File: src/rtl/core/gap_pkg.sv
// Shared types, constants and heuristic table for the grid A* planner core.
package gap_pkg;

  localparam int unsigned CELLS     = 64;
  localparam int unsigned CELL_W    = 6;
  localparam int unsigned COST_W    = 10;
  localparam int unsigned HEUR_W    = 15;
  localparam int unsigned FRAC_BITS = 8;
  localparam int unsigned F_W       = 19;
  localparam int unsigned ORDER_W   = 7;
  localparam int unsigned LEN_W     = 7;

  localparam logic [COST_W-1:0] COST_STRAIGHT = 10'd10;
  localparam logic [COST_W-1:0] COST_DIAG     = 10'd14;

  // Neighbor offsets: four straight steps, then four diagonal steps.
  localparam logic signed [2:0] STEP_DX [8] = '{3'sd1, 3'sd0, -3'sd1, 3'sd0,
                                                3'sd1, -3'sd1, -3'sd1, 3'sd1};
  localparam logic signed [2:0] STEP_DY [8] = '{3'sd0, 3'sd1, 3'sd0, -3'sd1,
                                                3'sd1, 3'sd1, -3'sd1, -3'sd1};

  typedef enum logic [1:0] {
    KIND_CLEAR  = 2'd0,
    KIND_MARK   = 2'd1,
    KIND_SEARCH = 2'd2,
    KIND_READ   = 2'd3
  } kind_e;

  typedef enum logic [1:0] {
    ST_REACHED   = 2'd0,
    ST_EXHAUSTED = 2'd1,
    ST_BEYOND    = 2'd2
  } status_e;

  typedef enum logic [1:0] {
    REG_MAX_X  = 2'd0,
    REG_MAX_Y  = 2'd1,
    REG_CORNER = 2'd2
  } reg_idx_e;

  typedef logic [HEUR_W-1:0] heur_lut_t [CELLS];

  // h = floor(sqrt(100 * (dx^2 + dy^2) * 2^16)), indexed by {dy, dx}.
  function automatic heur_lut_t build_heur_lut();
    heur_lut_t   lut;
    longint unsigned v;
    longint unsigned r;
    longint unsigned b;
    for (int i = 0; i < CELLS; i++) begin
      v = longint'((i % 8) * (i % 8) + (i / 8) * (i / 8)) * 100 * 65536;
      r = 0;
      b = 64'd1 << 62;
      while (b > v) b = b >> 2;
      while (b != 0) begin
        if (v >= r + b) begin
          v = v - (r + b);
          r = (r >> 1) + b;
        end else begin
          r = r >> 1;
        end
        b = b >> 2;
      end
      lut[i] = r[HEUR_W-1:0];
    end
    return lut;
  endfunction

  localparam heur_lut_t HEUR_LUT = build_heur_lut();

endpackage

File: src/rtl/core/grid_astar_planner_core.sv
// Grid A* planner core: 8x8 map, 8-connected search, stored path read-back.
// Flow: clear and mark act on acceptance, a path read passes through the read state,
//   and a search repeats expansions (open-set scan over all cells, decide, check and
//   update each neighbor), then walks back and stores the path cell by cell.
// Throughput: one transaction at a time; input is taken only when idle and no result waits.
// Reset: async active low; map free, registers at 7/7/0, stored path empty.
module grid_astar_planner_core
  import gap_pkg::*;
(
  input  logic        clk_i,
  input  logic        rst_ni,
  input  logic        cfg_we_i,
  input  logic [1:0]  cfg_idx_i,
  input  logic [2:0]  cfg_wdata_i,
  input  logic        s_axis_tvalid,
  output logic        s_axis_tready,
  // cell_x[2:0], cell_y[5:3], goal_x[8:6], goal_y[11:9], step_index[17:12], zero pad
  input  logic [23:0] s_axis_tdata,
  // kind[1:0]
  input  logic [1:0]  s_axis_tuser,
  output logic        m_axis_tvalid,
  input  logic        m_axis_tready,
  // path_length[6:0], path_cost[16:7], out_x[19:17], out_y[22:20], zero pad
  output logic [23:0] m_axis_tdata,
  // status[1:0]
  output logic [1:0]  m_axis_tuser
);

  typedef enum logic [7:0] {
    S_IDLE  = 8'b0000_0001,
    S_SCAN  = 8'b0000_0010,
    S_EVAL  = 8'b0000_0100,
    S_NBCHK = 8'b0000_1000,
    S_NBUPD = 8'b0001_0000,
    S_PW    = 8'b0010_0000,
    S_PR    = 8'b0100_0000,
    S_RD    = 8'b1000_0000
  } state_e;

  state_e state_q, state_d;

  // configuration
  logic [2:0] max_x_q, max_y_q;
  logic       corner_q;

  // flag vectors, each cleared as a whole at once
  logic [CELLS-1:0] blocked_q, open_q, closed_q;

  // per-cell memories, one write and one registered read per cycle
  logic [COST_W-1:0]  cost_mem   [CELLS];
  logic [CELL_W:0]    parent_mem [CELLS];   // {parent valid, parent cell}
  logic [ORDER_W-1:0] order_mem  [CELLS];
  logic [CELL_W-1:0]  path_mem   [CELLS];

  logic [COST_W-1:0]  cost_rd_q;
  logic [CELL_W:0]    parent_rd_q;
  logic [ORDER_W-1:0] order_rd_q;
  logic [CELL_W-1:0]  path_rd_q;

  // search context
  logic [2:0]         gx_q, gy_q;
  logic [ORDER_W-1:0] seq_q;
  logic [LEN_W-1:0]   scan_q;
  logic               sv_q;
  logic [CELL_W-1:0]  sc_c_q;
  logic               found_q;
  logic [F_W-1:0]     bf_q;
  logic [ORDER_W-1:0] border_q;
  logic [CELL_W-1:0]  cur_q;
  logic [COST_W-1:0]  gcur_q;
  logic [2:0]         nb_i_q;
  logic [CELL_W-1:0]  nb_n_q;
  logic               nb_diag_q;
  logic               reached_q;
  logic [CELL_W-1:0]  pn_q;
  logic [LEN_W-1:0]   pcnt_q;
  logic [LEN_W-1:0]   stored_len_q;
  logic [COST_W-1:0]  final_cost_q;
  logic [CELL_W-1:0]  rd_k_q;

  // result register
  logic               out_v_q;
  logic [1:0]         out_st_q;
  logic [LEN_W-1:0]   out_len_q;
  logic [COST_W-1:0]  out_cost_q;
  logic [2:0]         out_x_q, out_y_q;

  // input fields
  logic [1:0] kind;
  logic [2:0] in_x, in_y, in_gx, in_gy;
  logic [5:0] in_k;
  logic       in_acc, out_acc;

  assign kind  = s_axis_tuser;
  assign in_x  = s_axis_tdata[2:0];
  assign in_y  = s_axis_tdata[5:3];
  assign in_gx = s_axis_tdata[8:6];
  assign in_gy = s_axis_tdata[11:9];
  assign in_k  = s_axis_tdata[17:12];

  assign s_axis_tready = (state_q == S_IDLE) && !out_v_q;
  assign in_acc        = s_axis_tvalid && s_axis_tready;
  assign out_acc       = m_axis_tvalid && m_axis_tready;

  assign m_axis_tvalid = out_v_q;
  assign m_axis_tuser  = out_st_q;
  assign m_axis_tdata  = {1'b0, out_y_q, out_x_q, out_cost_q, out_len_q};

  // scan evaluation: f = g * 2^8 + h for the cell read last cycle
  logic [2:0]     sc_dx, sc_dy;
  logic [F_W-1:0] sc_f;
  logic           sc_better;

  always_comb begin
    sc_dx = (sc_c_q[2:0] >= gx_q) ? sc_c_q[2:0] - gx_q : gx_q - sc_c_q[2:0];
    sc_dy = (sc_c_q[5:3] >= gy_q) ? sc_c_q[5:3] - gy_q : gy_q - sc_c_q[5:3];
    sc_f  = F_W'({cost_rd_q, FRAC_BITS'(0)}) + F_W'(HEUR_LUT[{sc_dy, sc_dx}]);
    sc_better = sv_q && open_q[sc_c_q] &&
                (!found_q || (sc_f < bf_q) || ((sc_f == bf_q) && (order_rd_q < border_q)));
  end

  // neighbor check
  logic signed [4:0] nx, ny;
  logic [2:0]        nx3, ny3;
  logic [CELL_W-1:0] nb_n;
  logic              nb_ok;
  logic [COST_W-1:0] tc;

  always_comb begin
    nx    = 5'(signed'({2'b00, cur_q[2:0]})) + 5'(STEP_DX[nb_i_q]);
    ny    = 5'(signed'({2'b00, cur_q[5:3]})) + 5'(STEP_DY[nb_i_q]);
    nx3   = nx[2:0];
    ny3   = ny[2:0];
    nb_n  = {ny3, nx3};
    nb_ok = !nx[4] && !ny[4] && (nx[3:0] <= {1'b0, max_x_q}) &&
            (ny[3:0] <= {1'b0, max_y_q}) && !blocked_q[nb_n] && !closed_q[nb_n];
    if (nb_i_q[2] && corner_q &&
        (blocked_q[{ny3, cur_q[2:0]}] || blocked_q[{cur_q[5:3], nx3}])) begin
      nb_ok = 1'b0;
    end
    tc = gcur_q + (nb_diag_q ? COST_DIAG : COST_STRAIGHT);
  end

  // memory port control
  logic               cost_we, par_we, ord_we, path_we;
  logic [CELL_W-1:0]  w_addr;
  logic [COST_W-1:0]  cost_wd;
  logic [CELL_W:0]    par_wd;
  logic [CELL_W-1:0]  cost_ra;

  always_comb begin
    cost_we = 1'b0;
    par_we  = 1'b0;
    ord_we  = 1'b0;
    path_we = (state_q == S_PW);
    w_addr  = nb_n_q;
    cost_wd = tc;
    par_wd  = {1'b1, cur_q};
    if (state_q == S_IDLE) begin
      w_addr  = {in_y, in_x};
      cost_wd = '0;
      par_wd  = '0;
      if (in_acc && kind == KIND_SEARCH) begin
        cost_we = 1'b1;
        par_we  = 1'b1;
        ord_we  = 1'b1;
      end
    end else if (state_q == S_NBUPD) begin
      if (!open_q[nb_n_q]) begin
        cost_we = 1'b1;
        par_we  = 1'b1;
        ord_we  = 1'b1;
      end else if (tc < cost_rd_q) begin
        cost_we = 1'b1;
        par_we  = 1'b1;
      end
    end
    cost_ra = (state_q == S_SCAN) ? scan_q[CELL_W-1:0] : nb_n;
  end

  always_ff @(posedge clk_i) begin
    if (cost_we) cost_mem[w_addr] <= cost_wd;
    if (par_we)  parent_mem[w_addr] <= par_wd;
    if (ord_we)  order_mem[w_addr] <= (state_q == S_IDLE) ? '0 : seq_q;
    if (path_we) path_mem[pcnt_q[CELL_W-1:0]] <= pn_q;
    cost_rd_q   <= cost_mem[cost_ra];
    order_rd_q  <= order_mem[scan_q[CELL_W-1:0]];
    parent_rd_q <= parent_mem[pn_q];
    path_rd_q   <= path_mem[in_k];
  end

  always_comb begin
    state_d = state_q;
    unique case (state_q)
      S_IDLE: begin
        if (in_acc) begin
          unique case (kind)
            KIND_SEARCH: state_d = S_SCAN;
            KIND_READ:   state_d = S_RD;
            default:     state_d = S_IDLE;
          endcase
        end
      end
      S_SCAN:  if (scan_q == LEN_W'(CELLS)) state_d = S_EVAL;
      S_EVAL: begin
        if (!found_q || (cur_q == {gy_q, gx_q})) state_d = S_PW;
        else state_d = S_NBCHK;
      end
      S_NBCHK: begin
        if (nb_ok) state_d = S_NBUPD;
        else if (nb_i_q == 3'd7) state_d = S_SCAN;
      end
      S_NBUPD: begin
        if (nb_i_q == 3'd7) state_d = S_SCAN;
        else state_d = S_NBCHK;
      end
      S_PW:    state_d = S_PR;
      S_PR: begin
        if (!parent_rd_q[CELL_W] || (pcnt_q + 1'b1 >= LEN_W'(CELLS))) state_d = S_IDLE;
        else state_d = S_PW;
      end
      S_RD:    state_d = S_IDLE;
      default: state_d = S_IDLE;
    endcase
  end

  always_ff @(posedge clk_i or negedge rst_ni) begin
    if (!rst_ni) begin
      state_q      <= S_IDLE;
      max_x_q      <= 3'd7;
      max_y_q      <= 3'd7;
      corner_q     <= 1'b0;
      blocked_q    <= '0;
      open_q       <= '0;
      closed_q     <= '0;
      stored_len_q <= '0;
      out_v_q      <= 1'b0;
      sv_q         <= 1'b0;
      found_q      <= 1'b0;
      scan_q       <= '0;
    end else begin
      state_q <= state_d;
      // result becomes valid at the end of a path walk or a path read
      if ((state_q == S_PR && state_d == S_IDLE) || state_q == S_RD) out_v_q <= 1'b1;
      else if (out_acc) out_v_q <= 1'b0;
      if (cfg_we_i) begin
        unique case (cfg_idx_i)
          REG_MAX_X:  max_x_q  <= cfg_wdata_i;
          REG_MAX_Y:  max_y_q  <= cfg_wdata_i;
          REG_CORNER: corner_q <= cfg_wdata_i[0];
          default: ;
        endcase
      end
      sv_q <= (state_q == S_SCAN) && (scan_q != LEN_W'(CELLS));
      unique case (state_q)
        S_IDLE: begin
          if (in_acc) begin
            unique case (kind)
              KIND_CLEAR: blocked_q <= '0;
              KIND_MARK:  blocked_q[{in_y, in_x}] <= 1'b1;
              KIND_SEARCH: begin
                open_q   <= CELLS'(1) << {in_y, in_x};
                closed_q <= '0;
                scan_q   <= '0;
                found_q  <= 1'b0;
              end
              default: ;
            endcase
          end
        end
        S_SCAN: begin
          if (scan_q != LEN_W'(CELLS)) scan_q <= scan_q + 1'b1;
          if (sc_better) found_q <= 1'b1;
        end
        S_EVAL: begin
          if (found_q && (cur_q != {gy_q, gx_q})) begin
            open_q[cur_q]   <= 1'b0;
            closed_q[cur_q] <= 1'b1;
          end
        end
        S_NBCHK: begin
          if (!nb_ok && nb_i_q == 3'd7) begin
            scan_q  <= '0;
            found_q <= 1'b0;
          end
        end
        S_NBUPD: begin
          if (!open_q[nb_n_q]) open_q[nb_n_q] <= 1'b1;
          if (nb_i_q == 3'd7) begin
            scan_q  <= '0;
            found_q <= 1'b0;
          end
        end
        S_PR: begin
          if (state_d == S_IDLE) stored_len_q <= pcnt_q + 1'b1;
        end
        default: ;
      endcase
    end
  end

  // datapath registers, no reset needed
  always_ff @(posedge clk_i) begin
    unique case (state_q)
      S_IDLE: begin
        if (in_acc && kind == KIND_SEARCH) begin
          gx_q  <= in_gx;
          gy_q  <= in_gy;
          seq_q <= ORDER_W'(1);
        end
        rd_k_q <= in_k;
      end
      S_SCAN: begin
        sc_c_q <= scan_q[CELL_W-1:0];
        if (sc_better) begin
          bf_q     <= sc_f;
          border_q <= order_rd_q;
          cur_q    <= sc_c_q;
          gcur_q   <= cost_rd_q;
        end
      end
      S_EVAL: begin
        nb_i_q    <= '0;
        reached_q <= found_q;
        pn_q      <= cur_q;
        pcnt_q    <= '0;
      end
      S_NBCHK: begin
        nb_n_q    <= nb_n;
        nb_diag_q <= nb_i_q[2];
        if (!nb_ok) nb_i_q <= nb_i_q + 1'b1;
      end
      S_NBUPD: begin
        if (!open_q[nb_n_q]) seq_q <= seq_q + 1'b1;
        nb_i_q <= nb_i_q + 1'b1;
      end
      S_PR: begin
        pcnt_q <= pcnt_q + 1'b1;
        pn_q   <= parent_rd_q[CELL_W-1:0];
        if (state_d == S_IDLE) begin
          final_cost_q <= gcur_q;
          out_st_q     <= reached_q && (cur_q == {gy_q, gx_q}) ? ST_REACHED : ST_EXHAUSTED;
          out_len_q    <= pcnt_q + 1'b1;
          out_cost_q   <= gcur_q;
          out_x_q      <= cur_q[2:0];
          out_y_q      <= cur_q[5:3];
        end
      end
      S_RD: begin
        out_len_q  <= stored_len_q;
        out_cost_q <= (stored_len_q != '0) ? final_cost_q : '0;
        if (LEN_W'(rd_k_q) < stored_len_q) begin
          out_st_q <= ST_REACHED;
          out_x_q  <= path_rd_q[2:0];
          out_y_q  <= path_rd_q[5:3];
        end else begin
          out_st_q <= ST_BEYOND;
          out_x_q  <= '0;
          out_y_q  <= '0;
        end
      end
      default: ;
    endcase
  end

`ifndef SYNTHESIS
  a_no_accept_while_pending: assert property (@(posedge clk_i) disable iff (!rst_ni)
    out_v_q |-> !s_axis_tready) else $error("input taken while result pending");
  a_open_closed_disjoint: assert property (@(posedge clk_i) disable iff (!rst_ni)
    $countones(open_q & closed_q) == 0) else $error("cell both open and closed");
  a_len_bound: assert property (@(posedge clk_i) disable iff (!rst_ni)
    stored_len_q <= LEN_W'(CELLS)) else $error("stored path too long");
  a_scan_restart: assert property (@(posedge clk_i) disable iff (!rst_ni)
    (state_q == S_NBUPD && nb_i_q == 3'd7) |=> (state_q == S_SCAN && scan_q == '0))
    else $error("scan did not restart");
`endif

endmodule

File: config.mk
export PLATFORM = sky130hd
export DESIGN_NAME = grid_astar_planner_core
export DESIGN_NICKNAME = d
export VERILOG_FILES = /design/src/rtl/core/gap_pkg.sv /design/src/rtl/core/grid_astar_planner_core.sv
export SDC_FILE = /design/constraint.sdc
export NUM_CORES = 2
export LEC_CHECK = 0
export ABC_AREA = 1
export BUFFER_PORTS_ARGS = -buffer_cell sky130_fd_sc_hd__buf_2
export CAP_MARGIN = 20
export CORE_UTILIZATION = 41
export DETAILED_ROUTE_END_ITERATION = 12
export SLEW_MARGIN = 25
export SYNTH_ARGS = -nofsm -noshare
export SYNTH_HDL_FRONTEND = slang
export SYNTH_SLANG_ARGS = --single-unit
File: constraint.sdc
create_clock -name clk_i -period 8.05 [get_ports clk_i]
set_input_delay 1.61 -clock clk_i [delete_from_list [all_inputs] [get_ports clk_i]]
set_output_delay 1.61 -clock clk_i [all_outputs]
set_load 0.01 [all_outputs]
==> results.yml <==
finish:
  fin_util_pct: 46.1
  final_cell_mix: "2,046 x edfxtp_1, 1,136 x o21ai_0, 1,132 x nor2_1"
  final_common_cell: "edfxtp_1"
  n_fill_cell: 21716
  fin_nets: 8848
  drive_above_1_share_pct: 10.1
  syn2layout_area_growth_pct: 11.5
  antenna_cells: 0
clocking:
  clk_path_buf_depth: 3
  cts_resized: 0
  cts-root-buf: "clkbuf_16"
  cts_sinks: 2300
  cts_setup_buffers: 0
  clkTransAtPathRegs_ns: 0.06
  htree_num_levels: 4
  clkLatencyLatePin_ns: 0.90
  cts-buffers-inserted: 230
  cts_hold_buf: 0
  cts_tree: "built"
sta:
  tightest_slew_ns: 1.16
  fin_setup_tns_ns: 0
  drv_slew: 0
  max-slew-margin-rel_pct: 21.7
  fin_crit_ns: 6.72
  skew_ns: 0.0730
  setup_viol: 0
  fmax_mhz: 149
  hold_viol: 0
  final.period_utilization_pct: 83.5
  rsz0062_at_grt: "no"
global_routing:
  grt_pass1_vias: 65936
  grt_use_total_pct: 23.4
  globalRouteOverflowTotal: 0
  grt_max_degree: 215
  antenna_found_initial: 3
  grt_first_pass_wirelength_um: 433000
power:
  p_int_mw: 22.4
  switchingPower_mw: 10.8
  swShare_pct: 32.5
  peakVddDrop_v: 0.000271
  clock_power_share_pct: 32.5
  p_leak_nw: 37.8
  power.density_nw_per_um2: 299
  p_comb_share_pct: 24.3
  seq_power_share_pct: 43.2
synth:
  ys_types: 61
  synthesis.nets: 8978
  synth-seq-area-share_pct: 67.8
  synth-async-reset-ratio_pct: 9.74
  synthCells: 8840
  synth_edf_count: 2046
  syn_area_per_cell_um2: 11.3
  synthesis.area_um2: 99800
  ys.flop_type: "edfxtp_1"
  ys_warn_count: 0
  ys_seq_elements: 2300
hold_path:
  min_path_type: "flop to flop"
worst_setup_path:
  cp.arrival_ns: 7.23
  cp_common_cell: "inv_1"
  crit_type: "flop to flop"
  start_kind: "flop"
  crit_slowest_cell: "ha_1"
  critical_path_required_ns: 8.55
  worst-path-max-fanout: 42
  slowest_delay_ns: 0.67
  cp-end-kind: "flop"
die:
  dieArea_um2: 245000
  dieHeight_um: 495
  die_w_um: 495
  num_rows: 180
  core_area_um2: 241000
  pin_count: 64
  initial_core_util_pct: 41.4
detailed_routing:
  drt-initial-drc-count: 8456
  totalWireLength_um: 293000
  via_count: 69752
  ant_nets: 0
  vias_per_cell: 5.77
  firstDrtPassIters: 8
  drc_errors: 0
  wire_per_inst_um: 24.2
run_status:
  status: "finished clean"
place:
  port_buffers: 56
  dpl.hpwl_um: 175000
  gp_congestion: 0.938
run:
  cap_violations: 0
-- synth_stat cells (7+ instances only) --
master    count  area [um^2]
dfstp_2       7          184
inv_1       449         1690
ha_1         94         1180
xor2_1       24          210
nand2_1    1042         3910
nor2_2       58          363
nand4_1      27          169
edfxtp_1   2046        61400
fa_1          8          160
a41oi_1       7         61.3
nand3_1     543         2720
clkbuf_1    416         1560
a221oi_1     10         87.6
buf_6         8         90.1
nor3_1       30          150
buf_1        16         60.1
o21ai_0    1138         5700
o21ai_1      16         80.1
dfxtp_1      30          601
o32ai_1      12          105
o21bai_1    101          758
o221ai_1     63          552
clkinv_1      7         26.3
buf_2       107          536
or2_2       150          938
inv_2        12         45.0
buf_4        12         90.1
o311ai_0     50          438
dfrtp_1     217         5430
o211ai_1    232         1740
nor4_1        9         56.3
nor2_1     1224         4590
a21oi_1     254         1270
o22ai_1     350         2190
a31oi_1       8         50.1
-- registers in the layout, summed over array words and instances (netlist names), 8 cells and up --
signal,count
closed_q,64
order_mem,448
bf_q,19
state_q,8
final_cost_q,10
path_mem,384
cost_rd_q,10
parent_mem,448
open_q,64
cost_mem,640
blocked_q,64
out_cost_q,10
gcur_q,10
-- worst max-delay path: cells and delay by family (launching register included) --
| kind | cells | cell delay (ns) |
|---|---|---|
| buffers and inverters | 10 | 1.14 |
| DFF | 1 | 0.35 |
| AOI/OAI and AO/OA | 12 | 1.88 |
| and+or+nand+nor | 8 | 1.06 |
| adders and majority gates | 5 | 1.93 |
-- final timing paths --
kind	start	end	slack, ns	cells past startpoint
worst max-delay path	sc_c_q[0]	border_q[4]	1.33	35
worst min-delay path	order_rd_q[1]	border_q[1]	0.46	0
worst max register to register	sc_c_q[0]	border_q[4]	1.33	35
worst min register to register	order_rd_q[1]	border_q[1]	0.46	0
max in group asynchronous	rst_ni	corner_q	6.02	3
min in group asynchronous	rst_ni	blocked_q[0]	0.62	1
-- kinds of logic after synthesis --
| logic type | after synthesis | share of synthesized area (%) |
|---|---|---|
| XOR/XNOR | 31 | 0.287 |
| adder cells (fa/ha/maj) | 102 | 1.34 |
| buffers and inverters | 1027 | 4.10 |
| other | 1 | 0.00376 |
| AO/OA/AOI/OAI | 2279 | 13.4 |
| AND/OR/NAND/NOR | 3100 | 13.1 |
| flip-flops | 2300 | 67.8 |
-- per-stage QoR --
step           cells  hold slack (ns)  setup WS (ns)  power [mW]  instance area (um^2)
2_1_floorplan   8840            0.408           1.40        19.7                 99800
3_3_place_gp   11661            0.421           1.20        22.5                103000
3_5_place_dp   11661            0.434           1.40        22.6                104000
4_1_cts        12092            0.459           1.38        33.3                111000
5_1_grt        12094            0.462          0.912        34.7                111000
6_report       12094            0.456           1.33        33.3                111000
-- per-layer routing --
metal	share of wire, %	global-route usage (%)	up-vias
met1	43	33.3	34572
met5	0	0	-
met4	3.2	7.72	0
li1	-	-	31601
met2	45	36.1	3069
met3	8.6	4.25	510
-- power by group through the flow --
stage	Combinational (mW)	Sequential (mW)	Clock, mW
floorplan	5.17	14.5	0
global placement	7.90	14.6	0
detailed placement	7.95	14.6	0
CTS	7.98	14.4	11.0
global route	8.89	14.4	11.4
finish	8.08	14.4	10.8
-- layout make-up --
cell class                      instances  area, um^2  share of cell area [%]
Clock buffer                          301        6160                    5.54
Clock inverter                        130        1460                    1.31
Inverter                              468        1780                    1.60
Multi-Input combinational cell       5513       28700                    25.8
Sequential cell                      2300       67700                    60.8
Tap cell                             3185        3990                    3.58
Timing Repair Buffer                  197        1530                    1.37
No activity file was read; power rests on OpenSTA's default activity.
